$ cat src/rtl/sip_pkg.sv
package sip_pkg;

  localparam int CW = 16;           // coordinate width
  localparam int DW = CW + 1;       // coordinate difference
  localparam int XW = 2 * DW;       // product and cross product, signed
  localparam int UW = 2 * CW + 1;   // magnitude of a normalized cross product
  localparam int RW = UW + 2;       // divider partial remainder headroom

  typedef struct packed {
    logic signed [CW-1:0] a_start_x;
    logic signed [CW-1:0] a_start_y;
    logic signed [CW-1:0] a_end_x;
    logic signed [CW-1:0] a_end_y;
    logic signed [CW-1:0] b_start_x;
    logic signed [CW-1:0] b_start_y;
    logic signed [CW-1:0] b_end_x;
    logic signed [CW-1:0] b_end_y;
  } seg_t;

  typedef struct packed {
    logic                 hit;
    logic signed [CW-1:0] cross_x;
    logic signed [CW-1:0] cross_y;
  } pt_t;

  typedef struct packed {
    logic                 valid;
    logic signed [CW-1:0] base_x;
    logic signed [CW-1:0] base_y;
    logic signed [DW-1:0] dax;
    logic signed [DW-1:0] day;
    logic signed [XW-1:0] den;
    logic signed [XW-1:0] s;
    logic signed [XW-1:0] t;
  } cross_t;

  typedef struct packed {
    logic                 valid;
    logic                 hit;
    logic signed [CW-1:0] base_x;
    logic signed [CW-1:0] base_y;
    logic                 neg_x;
    logic                 neg_y;
    logic [CW-1:0]        mag_x;
    logic [CW-1:0]        mag_y;
    logic [UW-1:0]        t;
    logic [UW-1:0]        den;
    logic [UW-1:0]        rem_x;
    logic [UW-1:0]        rem_y;
    logic [CW-1:0]        q_x;
    logic [CW-1:0]        q_y;
  } div_t;

  typedef struct packed {
    logic [UW-1:0] r;
    logic [CW-1:0] q;
  } step_t;

  // one digit of q = floor(mag * t / den): shift in one multiplier bit,
  // then take out den up to twice (remainder stays below 3 * den)
  function automatic step_t div_step(logic [UW-1:0] r, logic [CW-1:0] q, logic b,
                                     logic [UW-1:0] t, logic [UW-1:0] den);
    logic [RW-1:0] r2;
    logic [RW-1:0] d1;
    logic [RW-1:0] d2;
    step_t         res;
    r2 = ({2'b00, r} << 1) + (b ? {2'b00, t} : {RW{1'b0}});
    d1 = {2'b00, den};
    d2 = d1 << 1;
    if (r2 >= d2) begin
      res.r = UW'(r2 - d2);
      res.q = (q << 1) + CW'(2);
    end else if (r2 >= d1) begin
      res.r = UW'(r2 - d1);
      res.q = (q << 1) + CW'(1);
    end else begin
      res.r = UW'(r2);
      res.q = q << 1;
    end
    return res;
  endfunction

endpackage

$ cat src/rtl/sip_div_step.sv
module sip_div_step #(
  parameter int IDX = 0
) (
  input  logic          clk,
  input  logic          rst,
  input  logic          en,
  input  sip_pkg::div_t di,
  output sip_pkg::div_t dq
);

  sip_pkg::step_t sx, sy;

  always_comb begin
    sx = sip_pkg::div_step(di.rem_x, di.q_x, di.mag_x[IDX], di.t, di.den);
    sy = sip_pkg::div_step(di.rem_y, di.q_y, di.mag_y[IDX], di.t, di.den);
  end

  always_ff @(posedge clk) begin
    if (rst) begin
      dq.valid <= 1'b0;
    end else if (en) begin
      dq.valid <= di.valid;
    end
    if (en) begin
      dq.hit    <= di.hit;
      dq.base_x <= di.base_x;
      dq.base_y <= di.base_y;
      dq.neg_x  <= di.neg_x;
      dq.neg_y  <= di.neg_y;
      dq.mag_x  <= di.mag_x;
      dq.mag_y  <= di.mag_y;
      dq.t      <= di.t;
      dq.den    <= di.den;
      dq.rem_x  <= sx.r;
      dq.rem_y  <= sy.r;
      dq.q_x    <= sx.q;
      dq.q_y    <= sy.q;
    end
  end

endmodule

$ cat config.mk
export PLATFORM = sky130hd
export DESIGN_NAME = sip_div_step
export DESIGN_NICKNAME = d
export VERILOG_FILES = /design/src/rtl/sip_pkg.sv /design/src/rtl/sip_div_step.sv
export SDC_FILE = /design/constraint.sdc
export NUM_CORES = 1
export LEC_CHECK = 0
export BUFFER_PORTS_ARGS = -buffer_cell sky130_fd_sc_hd__buf_4
export CAP_MARGIN = 10
export CELL_PAD_IN_SITES_DETAIL_PLACEMENT = 0
export CELL_PAD_IN_SITES_GLOBAL_PLACEMENT = 1
export CORE_MARGIN = 10
export CORE_UTILIZATION = 38
export DETAILED_ROUTE_END_ITERATION = 16
export GPL_ROUTABILITY_DRIVEN = 0
export HOLD_SLACK_MARGIN = 0.03
export PLACE_DENSITY = 0.83
export SYNTH_ARGS = -nofsm -noshare
export SYNTH_HDL_FRONTEND = slang
export SYNTH_SLANG_ARGS = --single-unit
$ cat constraint.sdc
create_clock -name clk -period 7.2 [get_ports clk]
set_clock_uncertainty 0.1 [all_clocks]
set_input_delay 1.8 -clock clk [delete_from_list [all_inputs] [get_ports clk]]
set_output_delay 1.8 -clock clk [all_outputs]
set_load 0.02 [all_outputs]
==> flow_summary_export.csv <==
group,metric,value,unit
status,status,"complete, no violations",
pwr,clockPowerShare,0.201,
synth,synth_edf_count,231,
synth,ys_types,88,
timing,period_share,0.971,
synth,ys_top_cells_by_count,"231 x edfxtp_1, 198 x ha_1, 187 x a21oi_1",
synth,syn-cell-area,0.0196,mm2
cts,cts_resized,0,
cts,postCtsSetupBuffers,0,
global_routing,grt_pass1_vias,19300,
synth,synth_nets,2528,
route,wl,77000,um
place,portBuffers,464,
synth,synth_most_common_cell,"edfxtp_1",
min_path,hp-class,"reg2reg",
floorplanning,die_area,0.0611,mm2
synth,yosys_most_used_dff,"edfxtp_1",
timing,setup_ws,0.207,ns
cts,root_buffer,"clkbuf_16",
global_routing,grt_pass1_wl,114000,um
pwr,combPwrFrac,0.533,
cts,clockBufferDepth,3,
cells_and_area,largest_reg_flops,232,
cells_and_area,area_growth,36.2,%
floorplanning,start_util,0.383,
pwr,peakVddDrop,0.190,mV
cts,insertion_delay,0.57,ns
cts,cts_tree,"built",
timing,timing.fmax,143,MHz
timing,worst_hold_slack,0.417,ns
cells_and_area,drive_above_1_share,0.291,
setup_path,worstPathRequired,7.42,ns
setup_path,path_max_fanout,5,
timing,hold_viol,0,
cells_and_area,final_cells,3497,
setup_path,start_kind,"primary input",
floorplanning,row_count,83,
cells_and_area,largest-register,"dq",
pwr,p_leak,12.1,nW
cts,htreeDepth,1,
cts,clk_transition_reported_paths,0.06,ns
cts,cts.sinks,232,
route,dr.pass1.iters,5,
cells_and_area,num-fill-cells,4690,
floorplanning,core-area,0.0512,mm2
flow_run,maxCapViolCount,0,
timing,relSlewSlack,0.425,
synth,syn_avg_cell_area,9.39,um2
pwr,seqPwrFrac,0.266,
timing,setup_viol,0,
global_routing,grt_max_degree,137,
place,dp_hpwl,63900,um
cts,holdBufCountCts,0,
synth,syn_inst,2089,
route,via_count,19500,
global_routing,overflow,0,
route,ant_nets,0,
setup_path,r2r_cells,2,
timing,period_needed,6.99,ns
setup_path,crit_type,"in2reg",
pwr,switching_share,0.396,
synth,yosysWarningCount,0,
route,drcViolationCount,0,
synth,yosysSeqAreaShare,0.355,
cells_and_area,top_regs,"dq: 232 flops",
timing,drv_slew,0,
global_routing,antenna_found_initial,0,
floorplanning,fp.dieW,247,um
synth,yosysTopAreaCell,"edfxtp_1",
timing,setup-tns-final,0,ns
min_path,hold_depth,2,
route,wl_per_cell,22.0,um
floorplanning,num_io_pins,467,
route,drt_iter0_markers,1707,
synth,async_reset_ff_frac,0,
timing,worstMarginPinSlew,0.863,ns
route,via_per_inst,5.57,
cells_and_area,n_antenna_cell,0,
setup_path,arrival,7.22,ns
synth,yosysTopAreaCellShare,0.354,
setup_path,crit_path_end_kind,"flop",
floorplanning,die_h,247,um
place,pre_cts_slack,-0.320,ns
pwr,netSwitchingPower,2.75,mW
pwr,pwr_density_cell,260,mW/mm2
cts,cts_buffers,29,
synth,ys_ff_latch,232,
timing,rsz0062_at_grt,"no",
pwr,p_int,4.20,mW
place,dp.cells,3443,
cells_and_area,final_core_util,0.522,
cells_and_area,nets,3233,
synth,synthTopCellsByArea,"edfxtp_1 35%, ha_1 13%, xnor2_1 5.8%",
global_routing,grt_usage,0.239,
==> path summary, 6_finish.rpt <==
kind                        start              endpoint  slack, ns
max                       di[132]      dq[75]$_DFFE_PP_       0.21
min          dq[231]$_SDFFE_PP0P_  dq[231]$_SDFFE_PP0P_       0.42
max reg2reg  dq[231]$_SDFFE_PP0P_  dq[231]$_SDFFE_PP0P_       6.50
min reg2reg  dq[231]$_SDFFE_PP0P_  dq[231]$_SDFFE_PP0P_       0.42
==> cells in the final DEF, fill, tap and decap left out, types with 8 or more instances in the layout <==
master / instances
o21ai_0: 92
xnor2_1: 128
nor4_1: 10
a21o_1: 83
edfxtp_1: 231
nand2_1: 164
and3_1: 28
o21bai_1: 21
mux2i_1: 25
or3_1: 9
nor2_1: 132
a31oi_1: 41
and4_1: 12
a21oi_1: 187
o31ai_1: 18
inv_1: 103
xor2_1: 57
nor3_1: 37
buf_4: 722
nand3_1: 59
a311o_1: 11
nor2b_1: 23
a221o_1: 11
a211oi_1: 26
and2_1: 76
nand2b_1: 25
o211ai_1: 21
ha_1: 198
clkbuf_16: 29
or2_2: 11
o21a_1: 29
a31o_2: 8
nand4_1: 41
==> per-stage QoR <==
step	power (mW)	area (um2)
after floorplan	4.02	19600
after global placement	5.46	25800
after detailed placement	5.51	25800
after CTS	6.95	26700
after global routing	7.34	26700
final	6.95	26700
==> worst max-delay path, stage by stage <==
cell and delay [ns]:
buf_4 0.10, and2_1 0.13, ha_1 0.16, inv_1 0.06, fa_1 0.39, and2b_1 0.23, o211ai_1 0.11, a31oi_1 0.30
o211ai_1 0.19, buf_4 0.17, o21bai_1 0.20, a31oi_1 0.14, o21bai_1 0.17, a21oi_1 0.12, xnor2_2 0.29, ha_1 0.31
buf_4 0.15, inv_1 0.07, o32ai_1 0.10, nor2_1 0.14, a21oi_1 0.09, o31a_1 0.31, o21ai_1 0.18, nand3b_1 0.25
nor3_1 0.51, buf_4 0.20, nor4_1 0.05, a311o_1 0.29
==> metal layers <==
| metal | up-vias | routed length (um) | global-route usage |
|---|---|---|---|
| met5 | - | 0 | 0 |
| met4 | 0 | 2930 | 0.0895 |
| met3 | 144 | 7070 | 0.0516 |
| met2 | 848 | 34400 | 0.386 |
| met1 | 9222 | 32600 | 0.308 |
| li1 | 9262 | - | - |
==> cell type report <==
type | instances | area (um2) | area share
Multi-Input combinational cell | 1698 | 12000 | 0.450
Sequential cell | 232 | 6960 | 0.260
Tap cell | 680 | 851 | 0.0318
Inverter | 103 | 387 | 0.0145
Clock buffer | 38 | 790 | 0.0295
Timing Repair Buffer | 730 | 5580 | 0.209
Clock inverter | 16 | 131 | 0.00492
==> power groups by stage <==
| stage | logic, mW | clock network (mW) | registers (mW) |
|---|---|---|---|
| 6_report | 3.71 | 1.40 | 1.85 |
| 5_1_grt | 3.98 | 1.50 | 1.87 |
| 4_1_cts | 3.66 | 1.44 | 1.85 |
| 3_5_place_dp | 3.64 | 0 | 1.88 |
| 3_3_place_gp | 3.58 | 0 | 1.87 |
| 2_1_floorplan | 1.87 | 0 | 2.14 |
==> cells by family (layout without fill, tap and decap cells) <==
group           after synthesis  after routing  share of synthesized area
compound gates              631            631                      0.214
xor+xnor                    187            187                     0.0835
mux                          27             27                     0.0141
flops                       232            232                      0.355
fa+ha+maj                   204            204                      0.132
simple gates                649            649                      0.168
buf+inv                     159            887                     0.0330
Power figures use the tool's default switching activity.
