<file path="src/rtl/sip_pkg.sv">
package sip_pkg;

  localparam int CW = 16;           // coordinate width
  localparam int DW = CW + 1;       // coordinate difference
  localparam int XW = 2 * DW;       // product and cross product, signed
  localparam int UW = 2 * CW + 1;   // magnitude of a normalized cross product
  localparam int RW = UW + 2;       // divider partial remainder headroom

  typedef struct packed {
    logic signed [CW-1:0] a_start_x;
    logic signed [CW-1:0] a_start_y;
    logic signed [CW-1:0] a_end_x;
    logic signed [CW-1:0] a_end_y;
    logic signed [CW-1:0] b_start_x;
    logic signed [CW-1:0] b_start_y;
    logic signed [CW-1:0] b_end_x;
    logic signed [CW-1:0] b_end_y;
  } seg_t;

  typedef struct packed {
    logic                 hit;
    logic signed [CW-1:0] cross_x;
    logic signed [CW-1:0] cross_y;
  } pt_t;

  typedef struct packed {
    logic                 valid;
    logic signed [CW-1:0] base_x;
    logic signed [CW-1:0] base_y;
    logic signed [DW-1:0] dax;
    logic signed [DW-1:0] day;
    logic signed [XW-1:0] den;
    logic signed [XW-1:0] s;
    logic signed [XW-1:0] t;
  } cross_t;

  typedef struct packed {
    logic                 valid;
    logic                 hit;
    logic signed [CW-1:0] base_x;
    logic signed [CW-1:0] base_y;
    logic                 neg_x;
    logic                 neg_y;
    logic [CW-1:0]        mag_x;
    logic [CW-1:0]        mag_y;
    logic [UW-1:0]        t;
    logic [UW-1:0]        den;
    logic [UW-1:0]        rem_x;
    logic [UW-1:0]        rem_y;
    logic [CW-1:0]        q_x;
    logic [CW-1:0]        q_y;
  } div_t;

  typedef struct packed {
    logic [UW-1:0] r;
    logic [CW-1:0] q;
  } step_t;

  // one digit of q = floor(mag * t / den): shift in one multiplier bit,
  // then take out den up to twice (remainder stays below 3 * den)
  function automatic step_t div_step(logic [UW-1:0] r, logic [CW-1:0] q, logic b,
                                     logic [UW-1:0] t, logic [UW-1:0] den);
    logic [RW-1:0] r2;
    logic [RW-1:0] d1;
    logic [RW-1:0] d2;
    step_t         res;
    r2 = ({2'b00, r} << 1) + (b ? {2'b00, t} : {RW{1'b0}});
    d1 = {2'b00, den};
    d2 = d1 << 1;
    if (r2 >= d2) begin
      res.r = UW'(r2 - d2);
      res.q = (q << 1) + CW'(2);
    end else if (r2 >= d1) begin
      res.r = UW'(r2 - d1);
      res.q = (q << 1) + CW'(1);
    end else begin
      res.r = UW'(r2);
      res.q = q << 1;
    end
    return res;
  endfunction

endpackage

</file>
<file path="src/rtl/sip_norm.sv">
module sip_norm (
  input  logic            clk,
  input  logic            rst,
  input  logic            en,
  input  sip_pkg::cross_t xi,
  output sip_pkg::div_t   dq
);

  localparam int CW = sip_pkg::CW;
  localparam int DW = sip_pkg::DW;
  localparam int XW = sip_pkg::XW;
  localparam int UW = sip_pkg::UW;

  logic                 flip;
  logic signed [XW-1:0] den_n, s_n, t_n;
  logic signed [DW-1:0] ax_abs, ay_abs;
  logic                 hit;

  // make den positive so one closed range serves both signs
  always_comb begin
    flip   = xi.den[XW-1];
    den_n  = flip ? -xi.den : xi.den;
    s_n    = flip ? -xi.s : xi.s;
    t_n    = flip ? -xi.t : xi.t;
    ax_abs = xi.dax[DW-1] ? -xi.dax : xi.dax;
    ay_abs = xi.day[DW-1] ? -xi.day : xi.day;
    hit    = (den_n != '0) && !s_n[XW-1] && !t_n[XW-1] && (s_n <= den_n) && (t_n <= den_n);
  end

  always_ff @(posedge clk) begin
    if (rst) begin
      dq.valid <= 1'b0;
    end else if (en) begin
      dq.valid <= xi.valid;
    end
    if (en) begin
      dq.hit    <= hit;
      dq.base_x <= xi.base_x;
      dq.base_y <= xi.base_y;
      dq.neg_x  <= xi.dax[DW-1];
      dq.neg_y  <= xi.day[DW-1];
      dq.mag_x  <= ax_abs[CW-1:0];
      dq.mag_y  <= ay_abs[CW-1:0];
      dq.t      <= t_n[UW-1:0];
      dq.den    <= den_n[UW-1:0];
      dq.rem_x  <= '0;
      dq.rem_y  <= '0;
      dq.q_x    <= '0;
      dq.q_y    <= '0;
    end
  end

endmodule

</file>
<file path="config.mk">
export PLATFORM = sky130hd
export DESIGN_NAME = sip_norm
export DESIGN_NICKNAME = d
export VERILOG_FILES = /design/src/rtl/sip_pkg.sv /design/src/rtl/sip_norm.sv
export SDC_FILE = /design/constraint.sdc
export NUM_CORES = 1
export LEC_CHECK = 0
export ABC_AREA = 1
export BUFFER_PORTS_ARGS = -buffer_cell sky130_fd_sc_hd__buf_2
export CAP_MARGIN = 30
export CELL_PAD_IN_SITES_DETAIL_PLACEMENT = 1
export CELL_PAD_IN_SITES_GLOBAL_PLACEMENT = 2
export CORE_ASPECT_RATIO = 1.2
export CORE_UTILIZATION = 30
export DETAILED_ROUTE_END_ITERATION = 8
export PLACE_DENSITY_LB_ADDON = 0.1
export SLEW_MARGIN = 0
export SYNTH_ARGS = -nofsm -noshare
export SYNTH_HDL_FRONTEND = slang
export SYNTH_SLANG_ARGS = --single-unit
export TNS_END_PERCENT = 50
</file>
<file path="constraint.sdc">
create_clock -name clk -period 6.5 [get_ports clk]
set_clock_uncertainty 0.15 [all_clocks]
set_input_delay 0.975 -clock clk [delete_from_list [all_inputs] [get_ports clk]]
set_output_delay 0.975 -clock clk [all_outputs]
set_load 0.01 [all_outputs]
</file>
==> summary.md <==
| Metric | Value |
|---|---|
| Instance count along the most critical hold path | 2 |
| Worst slack on hold paths | roughly 0.34 ns |
| Fin. max-slew vios | 0 |
| Count of cell types in the netlist | about 50 |
| Global Route Usage Sum | 19.3% |
| CTS Sinks | approximately 130 |
| Crit path max-delay family | simple AND/OR/NAND/NOR gates |
| Buffer and inverter count on the worst path | 3 |
| Final wirelength | around 33 mm |
| Peak clock frequency supported by timing | approximately 0.23 GHz |
| Starting utilization of the core area | 30.6% |
| Clock tree from TritonCTS | built |
| Reg2reg path depth | 2 |
| Die Span X | roughly 170 um |
| Post-synthesis cell type with the largest combined area | sky130_fd_sc_hd__edfxtp_1 |
| Top-level port count | roughly 400 |
| Fin crit share | 65.8% |
| Total Die Area | 0.0345 mm^2 |
| Result of the run | finished clean |
| Combined area of the multi-input logic cells | a little over 0.005 mm^2 |
| Path type of the worst min-delay path | reg2reg |
| Vias | approximately 8500 |
| Least-Margin Pin Slew | just over 0.8 ns |
| Post-placement cell area | between 0.01 and 0.015 mm^2 |
| Antenna violations before repair | 1 |
| Number of register bits inferred by synthesis | 134 |
| Clock buffer count from CTS | 17 |
| Cell count after synthesis | 1170 |
| Number of flip-flops in the largest register | about 130 |
| Num rows | 73 |
| First drt pass iteration count | 4 |
| Share of flip-flops with an asynchronous set or reset after synthesis | 0% |
| Leakage dissipation | about 6 nW |
| Wirelength per Cell | between 15 and 20 um |
| Sequential Area | 0.00401 mm^2 |
| Worst stage delay on the critical path | 0.46 ns |
| Power per cell area | approximately 230 mW/mm^2 |
| Crit start category | input pin |
| Post-Syn Area per Cell | 8.66 um^2 |
| Number of hold violations in the final report | 0 |
| VDD IR-drop max | 0.000162 V |
| Share of the synthesized area in the top cell type | 39.4% |
| Most frequent cells after synthesis | sky130_fd_sc_hd__nand2_1 (205), sky130_fd_sc_hd__inv_1 (144), sky130_fd_sc_hd__edfxtp_1 (133) |
| Ranking of synthesized cells by area | sky130_fd_sc_hd__edfxtp_1 (39%), sky130_fd_sc_hd__ha_1 (8.9%), sky130_fd_sc_hd__nand2_1 (7.6%) |
| Detailed Route Iter0 Violations | 364 |
| Element type at the critical path end | register |
| Crit path required time | 6.54 ns |
| Clock input transition at the sequential cells of the worst setup and hold paths | about 0.06 ns |
| Number of global-route vias before repair | 8790 |
| Summed negative setup slack over all endpoints | 0 ns |
| Post-route cell area | 0.0125 mm^2 |
| Crit path DAT | around 4.3 ns |
| Setup-failing EPs final | 0 |
| Critical register-to-register path endpoint | dq[231] |
| Largest reg by FF count | dq |
| Worst hold path startpoint | dq[231] |
| Most frequent CP cell | sky130_fd_sc_hd__nand2_1 |
| Maximum fanout encountered on the critical timing path | 4 |
| Max-cap violations | 0 |
| Area added between synthesis and finish | 23.0% |
| Gp weighted congestion | between 0.8 and 0.9 |
| Slew Limit Headroom | a little under half |
| Crit Path Class | in2reg |
| H-Tree Level Count | 4 |
| Standard cell with the maximum stage delay on the critical path | sky130_fd_sc_hd__a2111oi_0 |
| Synth Flop Type | sky130_fd_sc_hd__edfxtp_1 |
| Unrepaired setup endpoints after global routing | false |
| Average via count per standard cell | between 4 and 5 |
| Fill count | 4081 |
| Vert. Die Dim | about 200 um |
| Final routed DRC violation total | 0 |
| WHS Endpoint | dq[231] |
| Warnings, synthesis | 0 |
| Detailed-placement wirelength estimate | about 27 mm |
| Sequential share of the synthesized area | around two fifths |
| Launch point of the worst reg-to-reg path | dq[231] |
| Antenna-violating nets left | 0 |
| Clock network latency to the later pin of the worst-skew pair | ~0.43 ns |
| Number of synthesized flops with an enable pin | around 130 |
| Share of cells above drive strength 1 | between 20% and 30% |
| Buffers from clock root to sink, at most | 2 |
| Root buffer cell | sky130_fd_sc_hd__clkbuf_16 |
| Mapped Area | between 0.01 and 0.015 mm^2 |
| Depth of the critical timing path with buffers and inverters included | 27 |
| Resize count post-CTS | 0 |
| First-pass GRT wire length | 49.9 mm |
| Total of hold buffers inserted after clock tree synthesis | 0 |
| Maximum number of pins on one net before global-route repair | 80 |
| Worst reg-to-reg setup slack | a little under 6 ns |
| Core area | about 0.033 mm^2 |
| Setup Buffers After CTS | 0 |
| Most common cell in the synthesized netlist | sky130_fd_sc_hd__nand2_1 |
| Final min period | around 4.3 ns |
| Number of I/O port buffers | 305 |
| Top Registers | dq (134) |
| Final Net Count | between 1500 and 2000 |
| Total gr overflow | 0 |
==> cell usage in the layout, fill, tap and decap left out, types with 21 or more instances in the layout <==
cell	Yosys	routed
sky130_fd_sc_hd__ha_1	72	72
sky130_fd_sc_hd__xor2_1	81	81
sky130_fd_sc_hd__xnor2_1	27	27
sky130_fd_sc_hd__inv_1	144	144
sky130_fd_sc_hd__nand3_1	57	57
sky130_fd_sc_hd__nand2_1	205	205
sky130_fd_sc_hd__nor2_1	116	116
sky130_fd_sc_hd__edfxtp_1	133	133
sky130_fd_sc_hd__buf_2	6	304
sky130_fd_sc_hd__conb_1	1	98
sky130_fd_sc_hd__a21oi_1	36	36
sky130_fd_sc_hd__nand4_1	21	21
sky130_fd_sc_hd__o21ai_0	33	33
==> per-layer routing <==
metal	GRT usage (%)	part of all wire (%)
met1	21.9	41
met2	36.4	52
met3	3.47	5.8
met4	5.24	1.4
met5	0	0
==> worst register-to-register path, cell delays in order (launching register included) <==
cell	delay, ns
sky130_fd_sc_hd__dfxtp_1	0.31
sky130_fd_sc_hd__mux2i_1	0.12
sky130_fd_sc_hd__nor2_1	0.05
==> layout make-up <==
class                   instances  area share, %
diodes                          1         0.0201
clock buffers                  19           3.47
clock inverters                13           1.59
inverters                     149           4.49
multi-input cells             872           41.1
flip-flops and latches        134           32.2
well taps                     450           4.52
repair buffers                308           12.6
==> metrics by stage <==
stage	instances	power, mW	util (%)	setup WS (ns)
2_1_floorplan	1267	1.51	-	2.44
3_3_place_gp	1913	1.75	35.7	1.79
3_5_place_dp	1913	1.76	35.7	1.76
4_1_cts	1945	2.86	37.6	2.18
5_1_grt	1945	2.97	37.6	1.69
6_report	1946	2.80	37.6	2.22
==> worst max-delay path by stage <==
stage | startpoint | endpoint | slack (ns)
after floorplan | xi[34] | dq[230] | 2.44
after global placement | xi[0] | dq[230] | 1.79
after detailed placement | xi[0] | dq[230] | 1.76
after CTS | xi[0] | dq[230] | 2.18
after global routing | xi[0] | dq[230] | 1.69
final | xi[0] | dq[230] | 2.22
==> where the power goes <==
group | total (mW) | internal, mW | switching, mW
combinational | 0.655 | 0.236 | 0.419
sequential | 1.07 | 1.05 | 0.0236
clock | 1.07 | 0.649 | 0.426
total | 2.80 | 1.94 | 0.869
==> kinds of logic (layout without fill, tap and decap cells) <==
group	after synthesis	after routing	synth area share, %
and+or+nand+nor	493	493	22.9
buffers and inverters	261	489	13.4
DFF	134	134	39.6
xor gates and xnor gates	108	108	9.34
AOI/OAI and AO/OA	100	100	5.76
adders and majority gates	72	72	8.89
other	1	99	0.0370
muxes	1	1	0.0988
Power figures use the tool's default switching activity.
